$ cat src/sv/tsl_pkg.sv
// Shared types and constants for the torque safety limiter.
// Holds field widths, register index codes and the controller/datapath
// command and status structs. No dependencies.
`timescale 1ns / 1ps

package tsl_pkg;

    localparam int TORQUE_W    = 16;
    localparam int TMAG_W      = 17;
    localparam int ANGLE_W     = 24;
    localparam int TIME_W      = 32;
    localparam int COUNT_W     = 16;
    localparam int THRESH_W    = 15;
    localparam int MAXANG_W    = 23;
    localparam int REC_W       = 16;
    localparam int LINK_W      = 8;
    localparam int SUMCFG_W    = 20;
    localparam int CFG_DATA_W  = 23;
    localparam int CFG_INDEX_W = 3;
    localparam int NUM_W       = 26;
    localparam int PROD_W      = 41;
    localparam int QUOT_W      = 15;
    localparam int DIVS_W      = 24;
    localparam int SCALE_W     = 27;

    localparam logic [CFG_INDEX_W-1:0] CFG_ESTOP_THRESHOLD = 3'd0;
    localparam logic [CFG_INDEX_W-1:0] CFG_TORQUE_LIMIT    = 3'd1;
    localparam logic [CFG_INDEX_W-1:0] CFG_MAX_ANGLE       = 3'd2;
    localparam logic [CFG_INDEX_W-1:0] CFG_RECOVERY_MS     = 3'd3;
    localparam logic [CFG_INDEX_W-1:0] CFG_LINK_LOSS_LIMIT = 3'd4;
    localparam logic [CFG_INDEX_W-1:0] CFG_SPIKE_SUM       = 3'd5;
    localparam logic [CFG_INDEX_W-1:0] CFG_CALM_SUM        = 3'd6;

    localparam logic [LINK_W-1:0] LINK_COUNT_MAX = 8'd255;

    typedef struct packed {
        logic load;
        logic ring_step;
        logic ring_add;
        logic mul_en;
        logic div_init;
        logic div_step;
        logic commit;
    } tsl_cmd_t;

    typedef struct packed {
        logic out_free;
    } tsl_sts_t;

endpackage

$ cat src/sv/tsl_ctrl.sv
// Sequencing controller for the torque safety limiter.
// Steps the history sweep, the multiply and the divider, then commits
// the beat. Depends on tsl_pkg.
`timescale 1ns / 1ps

module tsl_ctrl
    import tsl_pkg::*;
#(
    parameter int HISTORY_DEPTH = 10
) (
    input  logic     clk,
    input  logic     rst_n,
    input  logic     in_valid,
    output logic     in_stall,
    output tsl_cmd_t cmd,
    input  tsl_sts_t sts
);

    localparam int DIV_LAST  = QUOT_W + 1;
    localparam int CALC_LAST = (HISTORY_DEPTH - 1 > DIV_LAST) ? HISTORY_DEPTH - 1 : DIV_LAST;
    localparam int CNT_W     = $clog2(CALC_LAST + 1);

    localparam logic [CNT_W-1:0] RING_LAST_C = CNT_W'(HISTORY_DEPTH - 1);
    localparam logic [CNT_W-1:0] DIV_INIT_C  = CNT_W'(1);
    localparam logic [CNT_W-1:0] DIV_FIRST_C = CNT_W'(2);
    localparam logic [CNT_W-1:0] DIV_LAST_C  = CNT_W'(DIV_LAST);
    localparam logic [CNT_W-1:0] CALC_LAST_C = CNT_W'(CALC_LAST);

    typedef enum logic [2:0] {
        IDLE_S = 3'b001,
        CALC_S = 3'b010,
        DONE_S = 3'b100
    } ctrl_state_t;

    ctrl_state_t      state_reg;
    ctrl_state_t      state_next;
    logic [CNT_W-1:0] cnt_reg;
    logic [CNT_W-1:0] cnt_next;

    always_ff @(posedge clk or negedge rst_n)
    begin
        if (!rst_n)
        begin
            state_reg <= IDLE_S;
            cnt_reg   <= '0;
        end
        else
        begin
            state_reg <= state_next;
            cnt_reg   <= cnt_next;
        end
    end

    always_comb
    begin
        state_next = state_reg;
        cnt_next   = cnt_reg;
        cmd        = '0;
        case (state_reg)
            IDLE_S:
            begin
                if (in_valid)
                begin
                    cmd.load   = 1'b1;
                    cnt_next   = '0;
                    state_next = CALC_S;
                end
            end
            CALC_S:
            begin
                cmd.ring_step = (cnt_reg <= RING_LAST_C);
                cmd.ring_add  = (cnt_reg < RING_LAST_C);
                cmd.mul_en    = (cnt_reg == '0);
                cmd.div_init  = (cnt_reg == DIV_INIT_C);
                cmd.div_step  = (cnt_reg >= DIV_FIRST_C) && (cnt_reg <= DIV_LAST_C);
                if (cnt_reg == CALC_LAST_C)
                begin
                    state_next = DONE_S;
                end
                else
                begin
                    cnt_next = cnt_reg + 1'b1;
                end
            end
            DONE_S:
            begin
                if (sts.out_free)
                begin
                    cmd.commit = 1'b1;
                    state_next = IDLE_S;
                end
            end
            default:
            begin
                state_next = IDLE_S;
            end
        endcase
    end

    assign in_stall = (state_reg != IDLE_S);

    a_load_then_mul: assert property (@(posedge clk) disable iff (!rst_n)
        cmd.load |=> cmd.mul_en)
        else $error("multiply not issued after capture");

    a_commit_then_ready: assert property (@(posedge clk) disable iff (!rst_n)
        cmd.commit |=> !in_stall)
        else $error("input not reopened after commit");

    a_full_sweep: assert property (@(posedge clk) disable iff (!rst_n)
        (state_reg == DONE_S && $past(state_reg) == CALC_S) |-> $past(cnt_reg) == CALC_LAST_C)
        else $error("calculation left early");

endmodule

$ cat src/sv/tsl_datapath.sv
// Datapath of the torque safety limiter: settings, torque history,
// difference sum, derating multiply and divider, latch state and output beat.
// Depends on tsl_pkg.
`timescale 1ns / 1ps

module tsl_datapath
    import tsl_pkg::*;
#(
    parameter int HISTORY_DEPTH = 10
) (
    input  logic                       clk,
    input  logic                       rst_n,
    input  logic                       cfg_write,
    input  logic [CFG_INDEX_W-1:0]     cfg_index,
    input  logic [CFG_DATA_W-1:0]      cfg_data,
    input  logic signed [TORQUE_W-1:0] torque_request,
    input  logic signed [ANGLE_W-1:0]  angle_centideg,
    input  logic                       link_ok,
    input  logic [TIME_W-1:0]          now_ms,
    input  tsl_cmd_t                   cmd,
    output tsl_sts_t                   sts,
    output logic                       out_valid,
    input  logic                       out_stall,
    output logic signed [TORQUE_W-1:0] torque_out,
    output logic                       violation,
    output logic                       stop_latched,
    output logic [COUNT_W-1:0]         stop_events
);

    localparam int SUM_W = TORQUE_W + $clog2(HISTORY_DEPTH);
    localparam int CMP_W = (SUM_W > SUMCFG_W) ? SUM_W : SUMCFG_W;

    logic [THRESH_W-1:0] estop_reg;
    logic [THRESH_W-1:0] tlimit_reg;
    logic [MAXANG_W-1:0] max_angle_reg;
    logic [REC_W-1:0]    recovery_reg;
    logic [LINK_W-1:0]   link_limit_reg;
    logic [SUMCFG_W-1:0] spike_reg;
    logic [SUMCFG_W-1:0] calm_reg;

    logic signed [TORQUE_W-1:0] hist_reg [HISTORY_DEPTH];
    logic [SUM_W-1:0]           sum_reg;

    logic signed [TORQUE_W-1:0] t_reg;
    logic [TMAG_W-1:0]          tmag_reg;
    logic [ANGLE_W-1:0]         amag_reg;
    logic                       link_reg;
    logic [TIME_W-1:0]          now_reg;

    logic [PROD_W-1:0] prod_reg;
    logic [DIVS_W-1:0] rem_reg;
    logic [QUOT_W-1:0] qn_reg;

    logic              flag_reg;
    logic              timing_reg;
    logic [TIME_W-1:0] start_reg;
    logic [LINK_W-1:0] link_count_reg;
    logic [COUNT_W-1:0] stop_count_reg;

    logic                       out_valid_reg;
    logic signed [TORQUE_W-1:0] torque_out_reg;
    logic                       violation_reg;
    logic                       latched_reg;

    logic [TMAG_W-1:0]          tmag_in;
    logic [ANGLE_W-1:0]         amag_in;
    logic signed [TMAG_W-1:0]   diff;
    logic [TORQUE_W-1:0]        diff_mag;
    logic [NUM_W-1:0]           six_max;
    logic [NUM_W-1:0]           five_amag;
    logic [NUM_W-1:0]           num;
    logic [DIVS_W-1:0]          divisor;
    logic [DIVS_W:0]            shifted;
    logic                       fits;

    logic                       stop_cond;
    logic                       calm;
    logic                       derate;
    logic                       at_limit;
    logic [THRESH_W-1:0]        floor_allow;
    logic [THRESH_W-1:0]        allow;
    logic [TIME_W-1:0]          elapsed;

    logic                       flag_next;
    logic                       timing_next;
    logic [TIME_W-1:0]          start_next;
    logic [LINK_W-1:0]          link_count_next;
    logic [COUNT_W-1:0]         stop_count_next;
    logic                       violation_next;
    logic signed [TORQUE_W-1:0] torque_out_next;

    always_ff @(posedge clk or negedge rst_n)
    begin
        if (!rst_n)
        begin
            estop_reg      <= THRESH_W'(30000);
            tlimit_reg     <= THRESH_W'(20000);
            max_angle_reg  <= MAXANG_W'(45000);
            recovery_reg   <= REC_W'(100);
            link_limit_reg <= LINK_W'(10);
            spike_reg      <= SUMCFG_W'(18000);
            calm_reg       <= SUMCFG_W'(900);
        end
        else if (cfg_write)
        begin
            case (cfg_index)
                CFG_ESTOP_THRESHOLD: estop_reg      <= cfg_data[THRESH_W-1:0];
                CFG_TORQUE_LIMIT:    tlimit_reg     <= cfg_data[THRESH_W-1:0];
                CFG_MAX_ANGLE:       max_angle_reg  <= cfg_data[MAXANG_W-1:0];
                CFG_RECOVERY_MS:     recovery_reg   <= cfg_data[REC_W-1:0];
                CFG_LINK_LOSS_LIMIT: link_limit_reg <= cfg_data[LINK_W-1:0];
                CFG_SPIKE_SUM:       spike_reg      <= cfg_data[SUMCFG_W-1:0];
                CFG_CALM_SUM:        calm_reg       <= cfg_data[SUMCFG_W-1:0];
                default:             ;
            endcase
        end
    end

    // The history is kept newest first; a sweep rotates it once around so
    // that taps 0 and 1 see every adjacent pair and the order is restored.
    always_ff @(posedge clk or negedge rst_n)
    begin
        if (!rst_n)
        begin
            for (int i = 0; i < HISTORY_DEPTH; i++)
            begin
                hist_reg[i] <= '0;
            end
        end
        else if (cmd.load)
        begin
            hist_reg[0] <= torque_request;
            for (int i = 1; i < HISTORY_DEPTH; i++)
            begin
                hist_reg[i] <= hist_reg[i-1];
            end
        end
        else if (cmd.ring_step)
        begin
            for (int i = 0; i < HISTORY_DEPTH - 1; i++)
            begin
                hist_reg[i] <= hist_reg[i+1];
            end
            hist_reg[HISTORY_DEPTH-1] <= hist_reg[0];
        end
    end

    assign tmag_in  = torque_request[TORQUE_W-1]
                    ? TMAG_W'(-{torque_request[TORQUE_W-1], torque_request})
                    : TMAG_W'({1'b0, torque_request});
    assign amag_in  = angle_centideg[ANGLE_W-1]
                    ? ANGLE_W'(-angle_centideg) : ANGLE_W'(angle_centideg);
    assign diff     = {hist_reg[0][TORQUE_W-1], hist_reg[0]}
                    - {hist_reg[1][TORQUE_W-1], hist_reg[1]};
    assign diff_mag = diff[TMAG_W-1] ? TORQUE_W'(-diff) : diff[TORQUE_W-1:0];

    assign six_max   = NUM_W'({max_angle_reg, 2'b00}) + NUM_W'({max_angle_reg, 1'b0});
    assign five_amag = NUM_W'({amag_reg, 2'b00}) + NUM_W'(amag_reg);
    assign num       = six_max - five_amag;
    assign divisor   = {max_angle_reg, 1'b0};
    assign shifted   = {rem_reg, qn_reg[QUOT_W-1]};
    assign fits      = (shifted >= {1'b0, divisor});

    always_ff @(posedge clk)
    begin
        if (cmd.load)
        begin
            t_reg    <= torque_request;
            tmag_reg <= tmag_in;
            amag_reg <= amag_in;
            link_reg <= link_ok;
            now_reg  <= now_ms;
            sum_reg  <= '0;
        end
        else if (cmd.ring_add)
        begin
            sum_reg <= sum_reg + SUM_W'(diff_mag);
        end
        if (cmd.mul_en)
        begin
            prod_reg <= PROD_W'(tlimit_reg) * PROD_W'(num);
        end
        if (cmd.div_init)
        begin
            rem_reg <= prod_reg[QUOT_W+DIVS_W-1:QUOT_W];
            qn_reg  <= prod_reg[QUOT_W-1:0];
        end
        else if (cmd.div_step)
        begin
            rem_reg <= fits ? DIVS_W'(shifted - {1'b0, divisor}) : shifted[DIVS_W-1:0];
            qn_reg  <= {qn_reg[QUOT_W-2:0], fits};
        end
    end

    assign stop_cond = (tmag_reg > TMAG_W'(estop_reg))
                    || (CMP_W'(sum_reg) > CMP_W'(spike_reg));
    assign calm      = flag_reg
                    && ((TMAG_W + 3)'(tmag_reg) * (TMAG_W + 3)'(5)
                        < (TMAG_W + 3)'(tlimit_reg))
                    && (CMP_W'(sum_reg) < CMP_W'(calm_reg));
    assign elapsed   = now_reg - start_reg;
    assign derate    = (SCALE_W'(amag_reg) * SCALE_W'(5))
                     > (SCALE_W'(max_angle_reg) * SCALE_W'(4));
    assign at_limit  = (amag_reg >= ANGLE_W'(max_angle_reg));
    assign floor_allow = tlimit_reg >> 1;

    always_comb
    begin
        if (!derate)
        begin
            allow = tlimit_reg;
        end
        else if (at_limit || (qn_reg < floor_allow))
        begin
            allow = floor_allow;
        end
        else
        begin
            allow = qn_reg;
        end
    end

    always_comb
    begin
        flag_next       = flag_reg;
        timing_next     = timing_reg;
        start_next      = start_reg;
        link_count_next = link_count_reg;
        stop_count_next = stop_count_reg;
        violation_next  = 1'b0;
        torque_out_next = t_reg;
        if (stop_cond)
        begin
            if (!flag_reg)
            begin
                flag_next       = 1'b1;
                stop_count_next = stop_count_reg + 1'b1;
            end
            violation_next  = 1'b1;
            torque_out_next = '0;
        end
        else
        begin
            if (calm)
            begin
                if (!timing_reg)
                begin
                    start_next  = now_reg;
                    timing_next = 1'b1;
                end
                else if (elapsed > TIME_W'(recovery_reg))
                begin
                    flag_next   = 1'b0;
                    timing_next = 1'b0;
                end
            end
            if (link_reg)
            begin
                link_count_next = '0;
            end
            else if (link_count_reg != LINK_COUNT_MAX)
            begin
                link_count_next = link_count_reg + 1'b1;
            end
            if (flag_next || (!link_reg && (link_count_next > link_limit_reg)))
            begin
                violation_next  = 1'b1;
                torque_out_next = '0;
            end
            else if (tmag_reg > TMAG_W'(allow))
            begin
                torque_out_next = t_reg[TORQUE_W-1] ? -$signed({1'b0, allow})
                                                    : $signed({1'b0, allow});
            end
        end
    end

    always_ff @(posedge clk or negedge rst_n)
    begin
        if (!rst_n)
        begin
            flag_reg       <= 1'b0;
            timing_reg     <= 1'b0;
            start_reg      <= '0;
            link_count_reg <= '0;
            stop_count_reg <= '0;
        end
        else if (cmd.commit)
        begin
            flag_reg       <= flag_next;
            timing_reg     <= timing_next;
            start_reg      <= start_next;
            link_count_reg <= link_count_next;
            stop_count_reg <= stop_count_next;
        end
    end

    always_ff @(posedge clk or negedge rst_n)
    begin
        if (!rst_n)
        begin
            out_valid_reg <= 1'b0;
        end
        else if (cmd.commit)
        begin
            out_valid_reg <= 1'b1;
        end
        else if (!out_stall)
        begin
            out_valid_reg <= 1'b0;
        end
    end

    always_ff @(posedge clk)
    begin
        if (cmd.commit)
        begin
            torque_out_reg <= torque_out_next;
            violation_reg  <= violation_next;
            latched_reg    <= flag_next;
        end
    end

    assign sts.out_free = !out_valid_reg || !out_stall;
    assign out_valid    = out_valid_reg;
    assign torque_out   = torque_out_reg;
    assign violation    = violation_reg;
    assign stop_latched = latched_reg;
    assign stop_events  = stop_count_reg;

    a_violation_zero: assert property (@(posedge clk) disable iff (!rst_n)
        (out_valid_reg && violation_reg) |-> (torque_out_reg == '0))
        else $error("violation beat carries nonzero torque");

    a_count_on_commit: assert property (@(posedge clk) disable iff (!rst_n)
        !cmd.commit |=> $stable(stop_count_reg))
        else $error("stop count changed outside commit");

    a_count_on_entry: assert property (@(posedge clk) disable iff (!rst_n)
        (cmd.commit && !flag_reg && flag_next)
        |=> (stop_count_reg == COUNT_W'($past(stop_count_reg) + 1'b1)))
        else $error("stop entry not counted");

endmodule

$ cat src/sv/torque_safety_limiter_top.sv
// Top level of the torque safety limiter: controller and datapath.
// Depends on tsl_pkg, tsl_ctrl and tsl_datapath.
//
//   Channel  Direction  Handshake               Payload
//   in       input      in_valid / in_stall     torque_request, angle_centideg, link_ok, now_ms
//   out      output     out_valid / out_stall   torque_out, violation, stop_latched, stop_events
//   cfg      input      cfg_write               cfg_index, cfg_data
//
// A beat runs the history sweep alongside the 15-step divider for the
// derating allowance, and the longer of the two sets how long it takes.
// The next input beat is taken the cycle after the result is loaded.
// Reset restores the register defaults and clears history, latch and counters.
// A stalled output holds its beat; a new beat may be accepted meanwhile.
`timescale 1ns / 1ps

module torque_safety_limiter_top
    import tsl_pkg::*;
#(
    parameter int HISTORY_DEPTH = 10
) (
    input  logic                       clk,
    input  logic                       rst_n,
    input  logic                       cfg_write,
    input  logic [CFG_INDEX_W-1:0]     cfg_index,
    input  logic [CFG_DATA_W-1:0]      cfg_data,
    input  logic                       in_valid,
    output logic                       in_stall,
    input  logic signed [TORQUE_W-1:0] torque_request,
    input  logic signed [ANGLE_W-1:0]  angle_centideg,
    input  logic                       link_ok,
    input  logic [TIME_W-1:0]          now_ms,
    output logic                       out_valid,
    input  logic                       out_stall,
    output logic signed [TORQUE_W-1:0] torque_out,
    output logic                       violation,
    output logic                       stop_latched,
    output logic [COUNT_W-1:0]         stop_events
);

    tsl_cmd_t cmd;
    tsl_sts_t sts;

    tsl_ctrl #(
        .HISTORY_DEPTH (HISTORY_DEPTH)
    ) u_ctrl (
        .clk      (clk),
        .rst_n    (rst_n),
        .in_valid (in_valid),
        .in_stall (in_stall),
        .cmd      (cmd),
        .sts      (sts)
    );

    tsl_datapath #(
        .HISTORY_DEPTH (HISTORY_DEPTH)
    ) u_datapath (
        .clk            (clk),
        .rst_n          (rst_n),
        .cfg_write      (cfg_write),
        .cfg_index      (cfg_index),
        .cfg_data       (cfg_data),
        .torque_request (torque_request),
        .angle_centideg (angle_centideg),
        .link_ok        (link_ok),
        .now_ms         (now_ms),
        .cmd            (cmd),
        .sts            (sts),
        .out_valid      (out_valid),
        .out_stall      (out_stall),
        .torque_out     (torque_out),
        .violation      (violation),
        .stop_latched   (stop_latched),
        .stop_events    (stop_events)
    );

endmodule

$ cat config.mk
export PLATFORM = sky130hd
export DESIGN_NAME = torque_safety_limiter_top
export DESIGN_NICKNAME = d
export VERILOG_FILES = /design/src/sv/tsl_pkg.sv /design/src/sv/tsl_ctrl.sv /design/src/sv/tsl_datapath.sv /design/src/sv/torque_safety_limiter_top.sv
export SDC_FILE = /design/constraint.sdc
export NUM_CORES = 2
export LEC_CHECK = 0
export BUFFER_PORTS_ARGS = -buffer_cell sky130_fd_sc_hd__buf_2
export CORE_ASPECT_RATIO = 1.5
export CORE_MARGIN = 3
export CORE_UTILIZATION = 70
export CTS_BUF_LIST = sky130_fd_sc_hd__clkbuf_8
export DETAILED_ROUTE_END_ITERATION = 10
export PLACE_DENSITY_LB_ADDON = 0.12
export SETUP_SLACK_MARGIN = 0.4
export SYNTH_ARGS = -nofsm -noshare
export SYNTH_HDL_FRONTEND = slang
export SYNTH_HIERARCHICAL = 1
export SYNTH_SLANG_ARGS = --single-unit
$ cat constraint.sdc
create_clock -name clk -period 19.1 [get_ports clk]
set_input_delay 3.82 -clock clk [delete_from_list [all_inputs] [get_ports clk]]
set_output_delay 3.82 -clock clk [all_outputs]
set_load 0.02 [all_outputs]
==> reports/metrics.yaml <==
routing:
  vias: 37605
  drt-total-wl_mm: 125
  first_pass_iters: 7
  drc: 0
  first_iter_violations: 3088
  ant_nets: 0
  route.met2.wl_mm: 61.7
  topRoutingLayerUsed: "met4"
  wl_met1_mm: 47.3
  routed-wl-met3_mm: 8.74
  wire_per_inst_um: 20.6
  viasPerCell: 6.19
timing:
  max_freq_mhz: 90.2
  worst_pin_slew_ns: 1.18
  fin_worst_skew_ns: 0.0434
  finalCriticalPeriod_ns: 11.09
  rsz0062_at_grt: "false"
  setup_viol: 0
  slew_headroom: 0.191
  tns_ns: 0
  slew_viol_final: 0
  hold_violations: 0
  period_share: 0.581
setup_path:
  rr_startpoint: "u_datapath/amag_reg[5]"
  worstPathArrival_ns: 11.51
  startpoint: "u_datapath/amag_reg[5]"
  setup.worst_path.end_class: "register"
  startpoint_type: "register"
  reg2regPathDepth: 34
  critical-path-max-stage-delay_ns: 0.89
  required_ns: 19.52
  cp_slowest_cell: "o41ai_1"
  crit_fanout: 15
  cp_common_cell: "fa_1"
  critPathKind: "register to register"
grt:
  grt_pass1_vias: 38312
  antenna_found_initial: 1
  grt_pass1_wl_mm: 199
  grt_max_degree: 289
  grt_remaining_overflow: 0
  grt_use_total: 0.351
floorplanning:
  core_mm2: 0.0679
  pin_count: 140
  die_area_mm2: 0.0720
  fp-row-count: 117
  initial_core_util: 0.708
  die_h_um: 327
  dieWidth_um: 220
yosys:
  synth_seq_cells: 549
  synth-seq-area-share: 0.304
  synth_area_leaders: "dfrtp_1 (16%), fa_1 (15%), ha_1 (12%)"
  yosysTopAreaCell: "dfrtp_1"
  syn_area_mm2: 0.0481
  avgSynthCellArea_um2: 9.59
  yosysWarnings: 6
  async_reset_ff_frac: 0.627
  synth_top_area_frac: 0.160
  synth_nets: 5960
  syn-instance-count: 5017
  synth_cell_type_count: 88
  synthFlopType: "dfrtp_1"
  synth_edf_count: 185
cts:
  htree_levels: 3
  cts_buffer_depth: 3
  cts_resized: 0
  worst_skew_pair.late_latency_ns: 0.72
  cts_setup_buffers: 0
  cts_tree: "done"
  clkSinkCount: 549
  clkTransAtPathRegs_ns: 0.06
  root_buffer: "clkbuf_8"
  hold_buffers: 0
  numCtsBuffers: 87
cells_and_area:
  final_cell_mix: "inv_1 (628), nand2_1 (590), ha_1 (479)"
  largest_register_ffs: 160
  final_common_cell: "inv_1"
  final_net_count: 6051
  syn_to_final_growth_pct: 7.13
  drive_above_1_share: 0.0936
worst_hold_path:
  hp-start: "u_datapath/stop_events[15]"
  min_path_type: "register to register"
  min_path_cells: 1
placement:
  hpwl_mm: 94.6
  place.gp.congestion: 0.986
  io_buffers: 139
run:
  max_cap_violations: 0
outcome:
  outcome: "completed"
==> critical path: cells and delay by family, from the launching register on <==
| kind | cells | cell delay [ns] |
|---|---|---|
| buffers and inverters | 6 | 0.72 |
| and+or+nand+nor | 2 | 0.46 |
| xor gates and xnor gates | 2 | 0.51 |
| adders and majority gates | 10 | 4.73 |
| DFF | 1 | 0.45 |
| AOI/OAI and AO/OA | 14 | 3.93 |
==> routing by layer <==
metal	global-route usage	vias up
li1	-	17245
met1	0.426	18467
met2	0.594	1494
met3	0.0581	399
met4	0.194	0
met5	0	-
==> final cells by class <==
| type | instances | area, um2 |
|---|---|---|
| clock buffers | 98 | 1350 |
| fillers | 4855 | 16400 |
| flip-flops and latches | 549 | 14600 |
| multi-input cells | 3681 | 30600 |
| diodes | 1 | 2.50 |
| repair buffers | 190 | 1110 |
| clock inverters | 66 | 508 |
| inverters | 599 | 2250 |
| well taps | 892 | 1120 |
==> cells by family (layout without fill, tap and decap cells) <==
group / count (synthesis) / in the layout / synth area share
multiplexers: 272 / 272 / 0.0588
buffers and inverters: 787 / 953 / 0.0616
XOR/XNOR: 224 / 224 / 0.0411
AO/OA/AOI/OAI: 991 / 991 / 0.127
flip-flops: 549 / 549 / 0.304
other: 1 / 2 / 0.0000779
adder cells (fa/ha/maj): 839 / 839 / 0.274
AND/OR/NAND/NOR: 1354 / 1354 / 0.133
==> cell usage after synthesis (all sizes together) (10+ instances only) <==
| cell type | instances |
|---|---|
| a211o | 10 |
| a211oi | 41 |
| a21boi | 10 |
| a21o | 102 |
| a21oi | 198 |
| a2bb2oi | 18 |
| a31oi | 21 |
| and2 | 176 |
| and3 | 23 |
| buf | 18 |
| clkbuf | 170 |
| dfrtp | 308 |
| dfstp | 36 |
| dfxtp | 20 |
| edfxtp | 185 |
| fa | 360 |
| ha | 479 |
| inv | 599 |
| mux2 | 85 |
| mux2i | 187 |
| nand2 | 590 |
| nand2b | 31 |
| nand3 | 84 |
| nand4 | 48 |
| nor2 | 211 |
| nor2b | 29 |
| nor3 | 61 |
| nor4 | 23 |
| o211ai | 16 |
| o21a | 41 |
| o21ai | 396 |
| o21bai | 22 |
| o31ai | 27 |
| o41ai | 13 |
| or2 | 14 |
| or3 | 19 |
| xnor2 | 160 |
| xor2 | 63 |
==> worst paths after layout <==
kind | endpoint | slack (ns)
min in group asynchronous | u_datapath/max_angle_reg[17] | 3.19
min reg2reg | u_datapath/stop_events[15] | 0.46
max in group asynchronous | u_datapath/hist_reg[40] | 13.67
max reg2reg | u_datapath/prod_reg[38] | 8.01
min | u_datapath/stop_events[15] | 0.46
max | u_datapath/prod_reg[38] | 8.01
==> stage by stage <==
step / area (um2) / worst slack [ns] / hold WS (ns) / utilization / cells
floorplan: 48100 / 9.09 / 0.459 / - / 5017
global placement: 49700 / 8.37 / 0.451 / 0.732 / 5911
CTS: 51600 / 8.04 / 0.464 / 0.759 / 6075
global route: 51600 / 7.44 / 0.480 / 0.759 / 6076
finish: 51600 / 8.01 / 0.457 / 0.759 / 6076
detailed placement: 49700 / 8.10 / 0.452 / 0.732 / 5911
Power is not shown: default switching activity piles up to over one toggle a cycle in this logic, so the estimate is an artifact.
